===== config.mk =====
export PLATFORM = sky130hd
export DESIGN_NAME = xml_stream_indenter_core
export DESIGN_NICKNAME = d
export VERILOG_FILES = /design/src/xsi_pkg.sv /design/src/xsi_ctrl.sv /design/src/xsi_datapath.sv /design/src/xml_stream_indenter_core.sv
export SDC_FILE = /design/constraint.sdc
export NUM_CORES = 1
export LEC_CHECK = 0
export BUFFER_PORTS_ARGS = -buffer_cell sky130_fd_sc_hd__buf_2
export CORE_MARGIN = 2
export CORE_UTILIZATION = 63
export DETAILED_ROUTE_END_ITERATION = 10
export GPL_TIMING_DRIVEN = 0
export PLACE_DENSITY = 0.8
export SYNTH_ARGS = -nofsm -noshare
export SYNTH_HDL_FRONTEND = slang
export SYNTH_HIERARCHICAL = 1
export SYNTH_SLANG_ARGS = --single-unit

===== constraint.sdc =====
create_clock -name clk_i -period 5.1 [get_ports clk_i]
set_clock_uncertainty 0.15 [all_clocks]
set_input_delay 0.765 -clock clk_i [delete_from_list [all_inputs] [get_ports clk_i]]
set_output_delay 0.765 -clock clk_i [all_outputs]
set_load 0.02 [all_outputs]

===== src/xsi_pkg.sv =====
// Shared types and constants of the XML stream indenter.
// Used by xsi_ctrl, xsi_datapath, xml_stream_indenter_core and the testbench; no dependencies.
package xsi_pkg;

  // Tag bytes held until the tag kind is known.
  localparam int unsigned PREFIX_LEN = 9;
  localparam int unsigned PIDX_W     = 4;
  // Nesting level width, covering the largest allowed nesting limit (15).
  localparam int unsigned LVL_W      = 4;
  // Held-byte count width, covering the largest held run (16 spaces).
  localparam int unsigned BCNT_W     = 5;

  localparam logic [7:0] CH_NL    = 8'h0A;
  localparam logic [7:0] CH_SPACE = 8'h20;

  // Source of one output byte.
  typedef enum logic [1:0] {
    SRC_NL,
    SRC_SPACE,
    SRC_BUF,
    SRC_CHAR
  } src_e;

  // Datapath to controller: what the offered byte would produce.
  typedef struct packed {
    logic              nl;        // deferred line break goes out first
    logic [LVL_W-1:0]  indent;    // indentation level, two spaces each
    logic [BCNT_W-1:0] buf_cnt;   // held bytes to replay
    logic              has_char;  // the byte itself follows
    logic              slot_free; // output register can take a byte
  } stat_t;

  // Controller to datapath.
  typedef struct packed {
    logic              accept;
    logic              emit;
    src_e              src;
    logic [BCNT_W-1:0] idx;
    logic              last;
  } cmd_t;

endpackage


===== src/xsi_ctrl.sv =====
// Output sequencer of the XML stream indenter: takes one byte, then walks
// line break, indentation, held bytes and the byte itself. Depends on xsi_pkg.
module xsi_ctrl (
  input  logic          clk_i,
  input  logic          rst_ni,
  input  logic          in_valid_i,
  output logic          in_ready_o,
  input  xsi_pkg::stat_t stat_i,
  output xsi_pkg::cmd_t  cmd_o
);
  import xsi_pkg::*;

  typedef enum logic [2:0] {
    ST_IDLE,
    ST_NL,
    ST_IND,
    ST_BUF,
    ST_CHAR
  } state_e;

  state_e              state_q, state_d;
  logic [LVL_W:0]      ind_left_q, ind_left_d;
  logic [BCNT_W-1:0]   buf_left_q, buf_left_d;
  logic [BCNT_W-1:0]   buf_idx_q, buf_idx_d;
  logic                has_char_q, has_char_d;

  // First phase that still has bytes to send.
  function automatic state_e pick(input logic nl, input logic [LVL_W:0] ind,
                                  input logic [BCNT_W-1:0] bl, input logic ch);
    state_e s;
    if (nl) s = ST_NL;
    else if (ind != '0) s = ST_IND;
    else if (bl != '0) s = ST_BUF;
    else if (ch) s = ST_CHAR;
    else s = ST_IDLE;
    return s;
  endfunction

  assign in_ready_o = (state_q == ST_IDLE);

  always_comb begin
    state_d    = state_q;
    ind_left_d = ind_left_q;
    buf_left_d = buf_left_q;
    buf_idx_d  = buf_idx_q;
    has_char_d = has_char_q;
    cmd_o      = '0;
    cmd_o.src  = SRC_NL;
    case (state_q)
      ST_IDLE: begin
        if (in_valid_i) begin
          cmd_o.accept = 1'b1;
          ind_left_d   = {stat_i.indent, 1'b0};
          buf_left_d   = stat_i.buf_cnt;
          buf_idx_d    = '0;
          has_char_d   = stat_i.has_char;
          state_d      = pick(stat_i.nl, {stat_i.indent, 1'b0}, stat_i.buf_cnt,
                              stat_i.has_char);
        end
      end
      ST_NL: begin
        if (stat_i.slot_free) begin
          cmd_o.emit = 1'b1;
          cmd_o.src  = SRC_NL;
          state_d    = pick(1'b0, ind_left_q, buf_left_q, has_char_q);
        end
      end
      ST_IND: begin
        if (stat_i.slot_free) begin
          cmd_o.emit = 1'b1;
          cmd_o.src  = SRC_SPACE;
          ind_left_d = ind_left_q - 1'b1;
          state_d    = pick(1'b0, ind_left_d, buf_left_q, has_char_q);
        end
      end
      ST_BUF: begin
        cmd_o.idx = buf_idx_q;
        if (stat_i.slot_free) begin
          cmd_o.emit = 1'b1;
          cmd_o.src  = SRC_BUF;
          buf_idx_d  = buf_idx_q + 1'b1;
          buf_left_d = buf_left_q - 1'b1;
          state_d    = pick(1'b0, '0, buf_left_d, has_char_q);
        end
      end
      ST_CHAR: begin
        if (stat_i.slot_free) begin
          cmd_o.emit = 1'b1;
          cmd_o.src  = SRC_CHAR;
          has_char_d = 1'b0;
          state_d    = ST_IDLE;
        end
      end
      default: state_d = ST_IDLE;
    endcase
    cmd_o.last = cmd_o.emit && (state_d == ST_IDLE);
  end

  always_ff @(posedge clk_i or negedge rst_ni) begin
    if (!rst_ni) begin
      state_q    <= ST_IDLE;
      ind_left_q <= '0;
      buf_left_q <= '0;
      buf_idx_q  <= '0;
      has_char_q <= 1'b0;
    end else begin
      state_q    <= state_d;
      ind_left_q <= ind_left_d;
      buf_left_q <= buf_left_d;
      buf_idx_q  <= buf_idx_d;
      has_char_q <= has_char_d;
    end
  end

`ifndef ASSERT_OFF
  // The last byte of a run always returns the sequencer to idle.
  a_last_idle: assert property (@(posedge clk_i) disable iff (!rst_ni)
    cmd_o.emit && cmd_o.last |=> state_q == ST_IDLE)
    else $error("sequencer left idle after last byte");
  // Held-byte replay never runs past its count.
  a_buf_bound: assert property (@(posedge clk_i) disable iff (!rst_ni)
    state_q == ST_BUF |-> buf_left_q != '0)
    else $error("held-byte replay with nothing left");
`endif

endmodule


===== src/xsi_datapath.sv =====
// Document state, tag prefix and whitespace buffers, output register of the
// XML stream indenter. Driven by xsi_ctrl commands. Depends on xsi_pkg.
module xsi_datapath #(
  parameter int unsigned NEST_LIMIT  = 15,
  parameter int unsigned SPACE_DEPTH = 16
) (
  input  logic           clk_i,
  input  logic           rst_ni,
  input  logic [7:0]     in_byte_i,
  input  logic           in_eod_i,
  input  xsi_pkg::cmd_t  cmd_i,
  output xsi_pkg::stat_t stat_o,
  output logic           out_valid_o,
  input  logic           out_ready_i,
  output logic [7:0]     out_byte_o,
  output logic           out_last_o,
  output logic           out_flag_o
);
  import xsi_pkg::*;

  localparam int unsigned SCNT_W = $clog2(SPACE_DEPTH + 1);
  localparam int unsigned SIDX_W = (SPACE_DEPTH > 1) ? $clog2(SPACE_DEPTH) : 1;

  typedef enum logic [2:0] {
    KIND_UNDECIDED,
    KIND_ORDINARY,
    KIND_CLOSING,
    KIND_DECL,
    KIND_COMMENT,
    KIND_CDATA
  } kind_e;

  localparam logic [7:0] CH_LT    = 8'h3C;
  localparam logic [7:0] CH_GT    = 8'h3E;
  localparam logic [7:0] CH_SLASH = 8'h2F;
  localparam logic [7:0] CH_QUEST = 8'h3F;
  localparam logic [7:0] CH_BANG  = 8'h21;
  localparam logic [7:0] CH_DASH  = 8'h2D;
  localparam logic [7:0] CDATA_PAT [8] = '{8'h21, 8'h5B, 8'h43, 8'h44,
                                           8'h41, 8'h54, 8'h41, 8'h5B};

  // Document state.
  logic              inside_q, inside_d;
  logic [PIDX_W-1:0] pcnt_q, pcnt_d;
  kind_e             kind_q, kind_d;
  logic [1:0]        tlen_q, tlen_d;
  logic [7:0]        prev_q, prev_d;
  logic [LVL_W-1:0]  lvl_q, lvl_d;
  logic              pend_q, pend_d;
  logic              text_q, text_d;
  logic [SCNT_W-1:0] scnt_q, scnt_d;
  logic              ovf_q, ovf_d;

  // Held bytes, replayed after the transfer that fills them.
  logic [7:0]        prefix_q [PREFIX_LEN];
  logic [7:0]        space_q  [SPACE_DEPTH];
  logic              pre_we, sp_we;
  logic [PIDX_W-1:0] pre_widx;

  // Per-item replay context.
  logic [7:0]        char_q;
  logic              flag_q, flag_d;
  logic              sel_pre_q, sel_pre_d;

  // Output register.
  logic              oval_q;
  logic [7:0]        obyte_q;
  logic              olast_q, oflag_q;
  logic [7:0]        emit_byte;

  // Tag classification of the offered byte.
  logic [PIDX_W-1:0] idx;
  logic [2:0]        pos;
  logic              is_cmt;
  logic              pat_ok;
  kind_e             kind_new;
  logic [LVL_W-1:0]  lvl_tag;
  logic              self_close;
  logic              is_ws;

  always_comb begin
    idx    = pcnt_q;
    pos    = 3'(idx - 1'b1);
    is_cmt = (idx == PIDX_W'(2)) ? (in_byte_i == CH_DASH) : (prefix_q[2] == CH_DASH);
    if (is_cmt) pat_ok = (pos < 3'd3) && (in_byte_i == CH_DASH) && (pos != 3'd0);
    else pat_ok = (in_byte_i == CDATA_PAT[pos]);
    kind_new = kind_q;
    if (idx == PIDX_W'(1)) begin
      if (in_byte_i == CH_SLASH) kind_new = KIND_CLOSING;
      else if (in_byte_i == CH_QUEST) kind_new = KIND_DECL;
      else if (in_byte_i != CH_BANG) kind_new = KIND_ORDINARY;
    end else begin
      if (!pat_ok) kind_new = KIND_ORDINARY;
      else if (is_cmt && pos == 3'd2) kind_new = KIND_COMMENT;
      else if (!is_cmt && pos == 3'd7) kind_new = KIND_CDATA;
    end
    if (kind_new == KIND_UNDECIDED && idx >= PIDX_W'(PREFIX_LEN - 1))
      kind_new = KIND_ORDINARY;
  end

  assign is_ws = (in_byte_i == CH_SPACE) || (in_byte_i inside {[8'h09:8'h0D]});

  always_comb begin
    inside_d  = inside_q;
    pcnt_d    = pcnt_q;
    kind_d    = kind_q;
    tlen_d    = tlen_q;
    prev_d    = prev_q;
    lvl_d     = lvl_q;
    pend_d    = pend_q;
    text_d    = text_q;
    scnt_d    = scnt_q;
    ovf_d     = ovf_q;
    flag_d    = flag_q;
    sel_pre_d = sel_pre_q;
    pre_we    = 1'b0;
    pre_widx  = pcnt_q;
    sp_we     = 1'b0;
    lvl_tag   = lvl_q;
    self_close = (tlen_q >= 2'd2) && (prev_q == CH_SLASH);

    stat_o           = '0;
    stat_o.slot_free = !oval_q || out_ready_i;

    if (inside_q) begin
      if (kind_q == KIND_UNDECIDED) begin
        pre_we    = 1'b1;
        pcnt_d    = pcnt_q + 1'b1;
        kind_d    = kind_new;
        sel_pre_d = 1'b1;
        if (kind_new == KIND_CLOSING && lvl_q != '0) lvl_tag = lvl_q - 1'b1;
        lvl_d = lvl_tag;
        if (kind_new != KIND_UNDECIDED || in_eod_i) begin
          stat_o.nl      = pend_q;
          stat_o.buf_cnt = BCNT_W'(pcnt_d);
          pend_d         = 1'b0;
          if (kind_new == KIND_UNDECIDED || kind_new == KIND_ORDINARY ||
              kind_new == KIND_CLOSING) begin
            stat_o.indent = lvl_tag;
          end
        end
      end else begin
        stat_o.has_char = 1'b1;
      end
      if (in_byte_i == CH_GT) begin
        if (kind_d == KIND_ORDINARY && !self_close && lvl_tag < LVL_W'(NEST_LIMIT))
          lvl_d = lvl_tag + 1'b1;
        pend_d   = 1'b1;
        inside_d = 1'b0;
      end else begin
        prev_d = in_byte_i;
        if (tlen_q != 2'd3) tlen_d = tlen_q + 1'b1;
      end
    end else if (in_byte_i == CH_LT) begin
      pend_d    = pend_q || text_q;
      text_d    = 1'b0;
      scnt_d    = '0;
      ovf_d     = 1'b0;
      inside_d  = 1'b1;
      pre_we    = 1'b1;
      pre_widx  = '0;
      pcnt_d    = PIDX_W'(1);
      kind_d    = KIND_UNDECIDED;
      tlen_d    = 2'd1;
      prev_d    = in_byte_i;
      sel_pre_d = 1'b1;
      if (in_eod_i) begin
        stat_o.nl      = pend_q || text_q;
        stat_o.indent  = lvl_q;
        stat_o.buf_cnt = BCNT_W'(1);
      end
    end else if (text_q) begin
      stat_o.has_char = 1'b1;
    end else if (is_ws) begin
      if (scnt_q < SCNT_W'(SPACE_DEPTH)) begin
        sp_we  = 1'b1;
        scnt_d = scnt_q + 1'b1;
      end else begin
        ovf_d = 1'b1;
      end
    end else begin
      stat_o.nl       = pend_q;
      stat_o.indent   = lvl_q;
      stat_o.buf_cnt  = BCNT_W'(scnt_q);
      stat_o.has_char = 1'b1;
      flag_d    = ovf_q;
      sel_pre_d = 1'b0;
      pend_d    = 1'b0;
      text_d    = 1'b1;
      scnt_d    = '0;
      ovf_d     = 1'b0;
    end

    // Per-item flag is zero unless this item flushes an overflowed run.
    if (!(!inside_q && in_byte_i != CH_LT && !text_q && !is_ws)) flag_d = 1'b0;

    // End of document: return to the reset state.
    if (in_eod_i) begin
      inside_d = 1'b0;
      pcnt_d   = '0;
      kind_d   = KIND_UNDECIDED;
      tlen_d   = '0;
      prev_d   = '0;
      lvl_d    = '0;
      pend_d   = 1'b0;
      text_d   = 1'b0;
      scnt_d   = '0;
      ovf_d    = 1'b0;
    end
  end

  always_comb begin
    case (cmd_i.src)
      SRC_NL:    emit_byte = CH_NL;
      SRC_SPACE: emit_byte = CH_SPACE;
      SRC_BUF:   emit_byte = sel_pre_q ? prefix_q[cmd_i.idx[PIDX_W-1:0]]
                                       : space_q[cmd_i.idx[SIDX_W-1:0]];
      SRC_CHAR:  emit_byte = char_q;
      default:   emit_byte = char_q;
    endcase
  end

  always_ff @(posedge clk_i or negedge rst_ni) begin
    if (!rst_ni) begin
      inside_q  <= 1'b0;
      pcnt_q    <= '0;
      kind_q    <= KIND_UNDECIDED;
      tlen_q    <= '0;
      prev_q    <= '0;
      lvl_q     <= '0;
      pend_q    <= 1'b0;
      text_q    <= 1'b0;
      scnt_q    <= '0;
      ovf_q     <= 1'b0;
      oval_q    <= 1'b0;
    end else begin
      if (cmd_i.accept) begin
        inside_q <= inside_d;
        pcnt_q   <= pcnt_d;
        kind_q   <= kind_d;
        tlen_q   <= tlen_d;
        prev_q   <= prev_d;
        lvl_q    <= lvl_d;
        pend_q   <= pend_d;
        text_q   <= text_d;
        scnt_q   <= scnt_d;
        ovf_q    <= ovf_d;
      end
      if (cmd_i.emit) oval_q <= 1'b1;
      else if (out_ready_i) oval_q <= 1'b0;
    end
  end

  // Payload registers: no reset.
  always_ff @(posedge clk_i) begin
    if (cmd_i.accept) begin
      char_q    <= in_byte_i;
      flag_q    <= flag_d;
      sel_pre_q <= sel_pre_d;
      if (pre_we) prefix_q[pre_widx] <= in_byte_i;
      if (sp_we) space_q[scnt_q[SIDX_W-1:0]] <= in_byte_i;
    end
    if (cmd_i.emit) begin
      obyte_q <= emit_byte;
      olast_q <= cmd_i.last;
      oflag_q <= flag_q;
    end
  end

  assign out_valid_o = oval_q;
  assign out_byte_o  = obyte_q;
  assign out_last_o  = olast_q;
  assign out_flag_o  = oflag_q;

`ifndef ASSERT_OFF
  a_lvl_limit: assert property (@(posedge clk_i) disable iff (!rst_ni)
    lvl_q <= LVL_W'(NEST_LIMIT))
    else $error("nesting level above limit");
  a_tag_held: assert property (@(posedge clk_i) disable iff (!rst_ni)
    inside_q |-> pcnt_q != '0)
    else $error("open tag with no held bytes");
  a_prefix_bound: assert property (@(posedge clk_i) disable iff (!rst_ni)
    (inside_q && kind_q == KIND_UNDECIDED) |-> pcnt_q < PIDX_W'(PREFIX_LEN))
    else $error("undecided tag with full prefix");
  a_space_bound: assert property (@(posedge clk_i) disable iff (!rst_ni)
    scnt_q <= SCNT_W'(SPACE_DEPTH))
    else $error("whitespace count above buffer depth");
`endif

endmodule


===== src/xml_stream_indenter_core.sv =====
// Top level of the XML stream indenter: sequencer and datapath.
// Depends on xsi_pkg, xsi_ctrl and xsi_datapath.
//
//  channel  | dir | tdata            | tlast           | tuser
//  s_axis   | in  | [7:0] in_byte    | end_of_document | -
//  m_axis   | out | [7:0] out_byte   | last_of_run     | whitespace_dropped
//
// An input byte is taken only while the sequencer is idle; the single
// output sequencer then replays line break, indentation and held bytes
// and sends the byte itself, up to 48 result bytes, before it takes the
// next input byte. A stalled output holds the sequencer in place. Reset
// is asynchronous, active low, and clears the document state; the tag
// and whitespace buffers are not cleared.
module xml_stream_indenter_core #(
  parameter int unsigned NEST_LIMIT  = 15,
  parameter int unsigned SPACE_DEPTH = 16
) (
  input  logic       clk_i,
  input  logic       rst_ni,
  input  logic       s_axis_tvalid_i,
  output logic       s_axis_tready_o,
  input  logic [7:0] s_axis_tdata_i,   // [7:0] in_byte
  input  logic       s_axis_tlast_i,   // end_of_document
  output logic       m_axis_tvalid_o,
  input  logic       m_axis_tready_i,
  output logic [7:0] m_axis_tdata_o,   // [7:0] out_byte
  output logic       m_axis_tlast_o,   // last_of_run
  output logic       m_axis_tuser_o    // whitespace_dropped
);
  import xsi_pkg::*;

  // Command and status between sequencer and datapath.
  cmd_t  cmd;
  stat_t stat;

  // Sequencer: accept a byte while idle, then advance through the
  // line break, indentation, held bytes and the byte itself.
  xsi_ctrl u_ctrl (
    .clk_i      (clk_i),
    .rst_ni     (rst_ni),
    .in_valid_i (s_axis_tvalid_i),
    .in_ready_o (s_axis_tready_o),
    .stat_i     (stat),
    .cmd_o      (cmd)
  );

  // Datapath: classify tags, track nesting, hold whitespace, and drive
  // the output register that decouples the master side.
  xsi_datapath #(
    .NEST_LIMIT  (NEST_LIMIT),
    .SPACE_DEPTH (SPACE_DEPTH)
  ) u_dp (
    .clk_i       (clk_i),
    .rst_ni      (rst_ni),
    .in_byte_i   (s_axis_tdata_i),
    .in_eod_i    (s_axis_tlast_i),
    .cmd_i       (cmd),
    .stat_o      (stat),
    .out_valid_o (m_axis_tvalid_o),
    .out_ready_i (m_axis_tready_i),
    .out_byte_o  (m_axis_tdata_o),
    .out_last_o  (m_axis_tlast_o),
    .out_flag_o  (m_axis_tuser_o)
  );

endmodule


After elaboration in Yosys (flattened, before gate mapping)
Memory sizes are Yosys's and may differ from the RTL's.
Index checks and enable logic that the tools add are counted.
W data, S select, Z words.
Word-level totals
  register bits after elaboration: 70
  memory bits (writable): 200
  ROM bits: 64
  output and inout port bits: 12
  memories: 3
Memories
  u_dp.space_q: depth 16, bits a word 8, rd ports 1, clocked after Yosys merged registers in 0, write ports 1, RTL line xsi_datapath.sv:56  | logic [7:0] space_q [SPACE_DEPTH];
  u_dp.prefix_q: depth 9, bits a word 8, rd ports 2, clocked after Yosys merged registers in 0, write ports 1, RTL line xsi_datapath.sv:55  | logic [7:0] prefix_q [PREFIX_LEN];
  (no name shown): depth 8, bits a word 8, rd ports 1, clocked after Yosys merged registers in 0, write ports 0, RTL line xsi_datapath.sv:86  | else pat_ok = (in_byte_i == CDATA_PAT[pos]);
Cells by class
  add/sub/neg operators: 9
  order comparisons: 8
  eq/ne operators: 48
  multiplexer cells: 138
  bitwise logic cells: 1
  reduce and logical (&&, ||, !) cells: 61
Operators with widths (count)
  $mux W3: 31
  $eq A8 B6 Y1 const B: 8
  $mux W4: 15
  $mux W5: 12
  $mux W8: 7
  $mux W1: 54
  $mux W10: 5
  $pmux W8 S4: 1
  $pmux W5 S2: 3
  $reduce_bool A5 Y1: 5
  $mux W11: 2
  $ne A2 B2 Y1 const B: 11
  $ne A4 B4 Y1 const B: 4
  $ne A8 B6 Y1 const B: 2
  $reduce_and A4 Y1: 4
  $logic_not A3 Y1: 5
  $pmux W3 S5: 1
  $reduce_and A3 Y1: 5
  $logic_and A1 B1 Y1: 14
  $eq A3 B2 Y1 const B: 4
  $ne A3 B3 Y1 const B: 4
  $pmux W3 S4: 1
  $add A5 B1 Y5 const B: 2
  $mux W2: 5
  31 further kinds: 60

Logic depth before layout (Yosys ltp)
Gate-level depths: netlist of the first run.
  depth in word-level cells: 27
  depth in mapped cells: 19
  gate-level depth less buffers: 16

Cells and area by module
The synthesis of the first run kept the hierarchy.
By module, submodules not included
  xsi_datapath: times used 1, cells an instance 764, area an instance 11472.3 µm², sequential area each 7382.1 µm²
  xsi_ctrl: times used 1, cells an instance 174, area an instance 1455.1 µm², sequential area each 475.5 µm²

Worst setup path before layout of the first run
No wires, ideal clock.
  path type: reg2reg
  start: register u_dp.pcnt_q[0] (netlist: u_dp/idx[0])
  end: register u_dp.olast_q (netlist: u_dp/out_last_o), data pin
  library setup time: 0.263 ns
  arrival time: 3.953 ns
  slack: 0.734 ns
  stages on the path, launching flop included: 20
  buffers on the path: 3
  cell sequence: dfrtp_1 -> buf_2 -> inv_1 -> ha_1 -> or3b_4 -> a21boi_4 -> or3_1 -> buf_2 -> o31ai_2 -> a311o_2 -> nand3_1 -> and3b_1 -> buf_6 -> a21o_1 -> a21o_1 -> nor4_1 -> nand3_1 -> o21ai_2 -> or3_4 -> nor4b_2
RTL lines
  start: declaration: RTL line xsi_datapath.sv:44  | logic [PIDX_W-1:0] pcnt_q, pcnt_d;
  start signal: assignment: RTL line xsi_datapath.sv:239  | pcnt_q <= pcnt_d;
  end signal: assignment: RTL line xsi_datapath.sv:265  | olast_q <= cmd_i.last;
  end: declaration: RTL line xsi_datapath.sv:68  | logic olast_q, oflag_q;

==> results_dict.tcl, run 1 <==
set metrics [dict create \
    fillers 1330 \
    dp_hpwl_um 19240 \
    ant_nets 0 \
    hold_ws_ns 0.2800 \
    powerDensity_mw_per_mm2 478.5 \
    outcome "complete, no violations" \
    nNetsFinal 1021 \
    dieArea_sq_mm 0.02160 \
    synth_cells 933 \
    grt_usage_pct 27.47 \
    io-pin-count 25 \
    setup_slack_ns 0.2004 \
    die_y_um 147.0 \
    ys_warn_count 6 \
    dpl_worst_slack_ns -0.1008 \
    path_clk_slew_ns 0.06 \
    criticalPathCategory "flop to flop" \
    synth_area_per_cell_sq_um 13.80 \
    drc 0 \
    cp-end-kind "flop" \
    worstPathArrival_ns 5.04 \
    drtIter0Drc 984 \
    startpoint_type "flop" \
    tightest_slew_ns 1.171 \
    postCtsSetupBuffers 0 \
    wl_um 29220 \
    antenna_found_initial 2 \
    initial_core_util_pct 63.85 \
    critical_path.max_fanout 10 \
    maxSlewHeadroom_pct 21.95 \
    vias 8515 \
    io_buffers 24 \
    antenna_cells 0 \
    setup_tns_ns 0 \
    multi_input_area_sq_mm 0.004792 \
    h-tree-depth 1 \
    seq_area_sq_mm 0.007833 \
    clock-root-buffer "clkbuf_16" \
    vdd_drop_max_v 0.0003408 \
    fmax_ghz 0.2041 \
    drive_gt1_share_pct 19.27 \
    finalCritPeriodShare_pct 96.07 \
    leakage_nw 4.949 \
    grt_max_degree 50 \
    grt_pass1_wl_um 45510 \
    rows 52 \
    first_global_vias 8177 \
    cts_tree "yes" \
    finalSetupViolCount 0 \
    period_minus_slack_ns 4.900 \
    area_growth_syn_to_layout_pct 11.50 \
    coreArea_sq_mm 0.02017 \
    layout_common_cells "edfxtp_1, nor2_1, nand2_1" \
    routed_via_density 6.668 \
    slew_violations 0 \
    maxCapViolations 0 \
    cts_made_buffers 26 \
    overflow 0 \
    rsz0062_at_grt "false" \
    fp.dieW_um 147.0 \
    mostFrequentLayoutCell "edfxtp_1" \
    gp_congestion 0.8916 \
    syn_area_sq_mm 0.01288 \
    ctsLongestPathBuffers 3 \
    synth_fp_nets 966 \
    worst_hold_path_type "flop to flop" \
    insertion_delay_ns 0.55 \
    cts.sinks 269 \
    required_ns 5.24 \
    post_drt_wl_per_cell_um 22.88 \
    dr.pass1.iters 5 \
    hold_viol 0 \
]
-- power by group --
| part | leakage [nW] | total [mW] | internal [mW] | switching, mW |
|---|---|---|---|---|
| sequential | 2.61 | 2.63 | 2.53 | 0.104 |
| combinational | 1.89 | 2.19 | 0.945 | 1.25 |
| clock | 0.442 | 2.05 | 1.24 | 0.812 |
-- layout make-up --
type | count | area share (%)
well taps | 270 | 2.353
plain buffers | 51 | 1.621
clock buffers | 28 | 4.583
multi-input cells | 586 | 33.37
inverters | 27 | 0.7320
repair buffers | 27 | 0.9934
flip-flops and latches | 269 | 54.55
clock inverters | 19 | 1.795
-- stage by stage --
stage                     power (mW)  util (%)  instance area, sq um  std cells
after floorplan                4.210         -                 12880        933
after global placement         4.753     66.12                 13340       1227
after detailed placement       4.811     66.43                 13400       1230
after CTS                      6.863     70.97                 14310       1277
after global routing           7.161     71.19                 14360       1277
final                          6.871     71.19                 14360       1277
-- worst max-delay path: stages, from the launching register on --
cell and delay, ns:
dfrtp_1 0.46, clkbuf_4 0.24, clkinvlp_4 0.17, ha_1 0.30, or3b_4 0.45, a21boi_4 0.16, or3_1 0.35, buf_2 0.17
o31ai_2 0.28, a311o_2 0.27, nand3_1 0.07, and3b_1 0.21, buf_6 0.13, a21o_1 0.17, a21o_1 0.21, nor4_2 0.33
nand3_1 0.18, o21ai_2 0.16, or3_4 0.14, nor4b_2 0.04
-- repair_timing --
| action | in CTS | in global routing |
|---|---|---|
| gates resized for setup | 0 | 6 |
| hold buffers | 0 | 0 |
| setup endpoints to repair | 0 | 3 |
-- worst paths after layout --
check / slack [ns] / depth (start not counted) / endpoint / startpoint
setup / recovery: 0.20 / 19 / u_dp/out_last_o / u_dp/idx[0]
hold / removal: 0.28 / 0 / u_dp/out_flag_o / u_dp/flag_q
setup reg to reg: 0.20 / 19 / u_dp/out_last_o / u_dp/idx[0]
hold reg to reg: 0.28 / 0 / u_dp/out_flag_o / u_dp/flag_q
max in group asynchronous: 3.76 / 1 / u_dp/prev_q[7] / rst_ni
min in group asynchronous: 0.30 / 1 / u_ctrl/ind_left_q[2] / rst_ni
-- registers in the layout, indices dropped and copies added, names as in the netlist, 2 cells and up --
signal / count
u_dp/out_byte_o: 8
u_ctrl/buf_idx_q: 4
u_dp/prev_q: 8
u_ctrl/buf_left_q: 5
u_dp/lvl_q: 4
u_dp/idx: 4
u_dp/space_q: 128
u_ctrl/ind_left_q: 5
u_dp/kind_q: 3
u_ctrl/state_q: 3
u_dp/tlen_q: 2
u_dp/char_q: 8
u_dp/scnt_q: 5
u_dp/prefix_q: 72
-- metal layers --
| layer | wire length (um) | up-vias | global-route usage [%] |
|---|---|---|---|
| li1 | - | 3769 | - |
| met1 | 12340 | 4246 | 40.82 |
| met2 | 13740 | 432 | 43.38 |
| met3 | 2358 | 66 | 4.224 |
| met4 | 767 | 2 | 7.548 |
| met5 | 13 | - | 0 |
No activity file was read; power rests on OpenSTA's default activity.
==> run 2, diff against run 1 <==
--- a/config.mk
+++ b/config.mk
@@ -6,7 +6,6 @@
 export NUM_CORES = 1
 export LEC_CHECK = 0
 export BUFFER_PORTS_ARGS = -buffer_cell sky130_fd_sc_hd__buf_2
-export CORE_MARGIN = 2
 export CORE_UTILIZATION = 63
 export DETAILED_ROUTE_END_ITERATION = 10
 export GPL_TIMING_DRIVEN = 0
==> run 2 against run 1 <==
Effect of this change:
- sequential share of layout area about the same
- critical path type unchanged
- flip-flop and latch count unchanged
- total power up 0.24%
- global-route usage up 1.3 points
- fmax up 0.36%
- largest power group unchanged
- cell area about the same
- critical path depth unchanged
==> results_dict.tcl, run 2 (synthesis results as in run 1) <==
set metrics [dict create \
    cts_tree "yes" \
    grt_max_degree 50 \
    critical_path.max_fanout 10 \
    worstPathBufferInverterCount 4 \
    cp_top_family "simple AND/OR/NAND/NOR gates" \
    initial_core_util_pct 65.31 \
    ctsLongestPathBuffers 3 \
    finalCritPeriodShare_pct 95.73 \
    criticalPathCategory "flop to flop" \
    tightest_slew_ns 1.212 \
    layout_common_cells "edfxtp_1, nor2_1, nand2_1" \
    io-pin-count 25 \
    path_clk_slew_ns 0.06 \
    dp_hpwl_um 19540 \
    hold_ws_ns 0.2693 \
    outcome "complete, no violations" \
    grt_usage_pct 28.79 \
    cp-end-kind "flop" \
    h-tree-depth 1 \
    first_global_vias 8203 \
    gp_congestion 0.8756 \
    crit_chain "clkbuf_4 -> clkinvlp_4 -> ha_1 -> or3b_4 -> a21boi_4 -> or3_1 -> buf_2 -> o31ai_2 -> a311o_2 -> nand3_1 -> and3b_1 -> buf_6 -> a21o_1 -> a21o_1 -> nor4_2 -> nand3_1 -> o21ai_2 -> or3_4 -> nor4b_2" \
    post_drt_wl_per_cell_um 23.57 \
    slew_violations 0 \
    drc 0 \
    period_minus_slack_ns 4.882 \
    coreArea_sq_mm 0.01972 \
    rsz0062_at_grt "false" \
    required_ns 5.24 \
    antenna_cells 0 \
    area_growth_syn_to_layout_pct 11.59 \
    leakage_nw 4.951 \
    io_buffers 24 \
    die_y_um 145.0 \
    drtIter0Drc 936 \
    maxCapViolations 0 \
    wl_um 30100 \
    overflow 0 \
    clock-root-buffer "clkbuf_16" \
    fmax_ghz 0.2048 \
    fin_util_pct 72.88 \
    largest_register_ffs 128 \
    cts.sinks 269 \
    critPathSlowestCell "or3b_4" \
    cp_slowest_stage_delay_ns 0.45 \
    insertion_delay_ns 0.54 \
    grt_pass1_wl_um 46200 \
    worst_hold_path_type "flop to flop" \
    cts_made_buffers 27 \
    dieArea_sq_mm 0.02102 \
    startpoint_type "flop" \
    ant_nets 0 \
    vias 8655 \
    drive_gt1_share_pct 19.47 \
    dr.pass1.iters 5 \
    finalSetupViolCount 0 \
    rows 51 \
    worstPathArrival_ns 5.02 \
    maxSlewHeadroom_pct 18.45 \
    mostFrequentLayoutCell "edfxtp_1" \
    nNetsFinal 1024 \
    fp.dieW_um 145.0 \
    routed_via_density 6.778 \
    vdd_drop_max_v 0.0003442 \
    powerDensity_mw_per_mm2 479.3 \
    hold_viol 0 \
    antenna_found_initial 0 \
]
-- run 2: changes by cell type in the layout (fill, tap and decap cells not counted), moves of 2 or more --
cell,before,now
clkinvlp_4,2,4
clkinv_4,2,0
clkbuf_1,31,33
inv_6,0,2
-- run 2: layout make-up --
cell class / instances / area (sq um)
Sequential cell: 269 / 7833
Fill cell: 1220 / 5348
Multi-Input combinational cell: 586 / 4795
Clock buffer: 31 / 690.7
Tap cell: 265 / 331.6
Buffer: 51 / 232.7
Clock inverter: 19 / 227.7
Timing Repair Buffer: 29 / 155.1
Inverter: 27 / 105.1
-- run 2: what timing repair did --
action                     CTS  global route
gates resized for setup      0             7
setup endpoints to repair    0             2
hold buffers                 0             0
setup buffers                0             1
-- run 2: per-layer routing --
metal | routed length [um] | global-route usage [%] | vias up
met1 | 12130 | 41.66 | 4302
met4 | 916 | 8.777 | 0
met2 | 14300 | 45.41 | 504
li1 | - | - | 3774
met3 | 2755 | 4.560 | 75
met5 | 0 | 0 | -
-- run 2: final timing paths --
path	start	endpoint	slack, ns	cells after the start
min in group asynchronous	rst_ni	u_ctrl/state_q[2]	0.29	1
max reg2reg	u_dp/idx[0]	u_dp/out_last_o	0.22	19
max	u_dp/idx[0]	u_dp/out_last_o	0.22	19
min reg2reg	u_dp/flag_q	u_dp/out_flag_o	0.27	0
min	u_dp/flag_q	u_dp/out_flag_o	0.27	0
max in group asynchronous	rst_ni	u_dp/prev_q[0]	3.77	1
-- run 2: stage by stage --
step	area (sq um)	instances	setup TNS, ns	worst slack [ns]	power [mW]
final	14370	1277	0	0.2178	6.888
after global routing	14370	1277	0	0.01890	7.162
after CTS	14300	1275	0	0.1481	6.856
after detailed placement	13380	1225	-10.38	-0.3589	4.812
after global placement	13330	1222	-0.03393	-0.03393	4.752
after floorplan	12880	933	0	0.7335	4.210
-- run 2: where the power goes --
group	internal, mW	switching (mW)
clock network	1.23	0.818
registers	2.53	0.103
logic	0.952	1.26
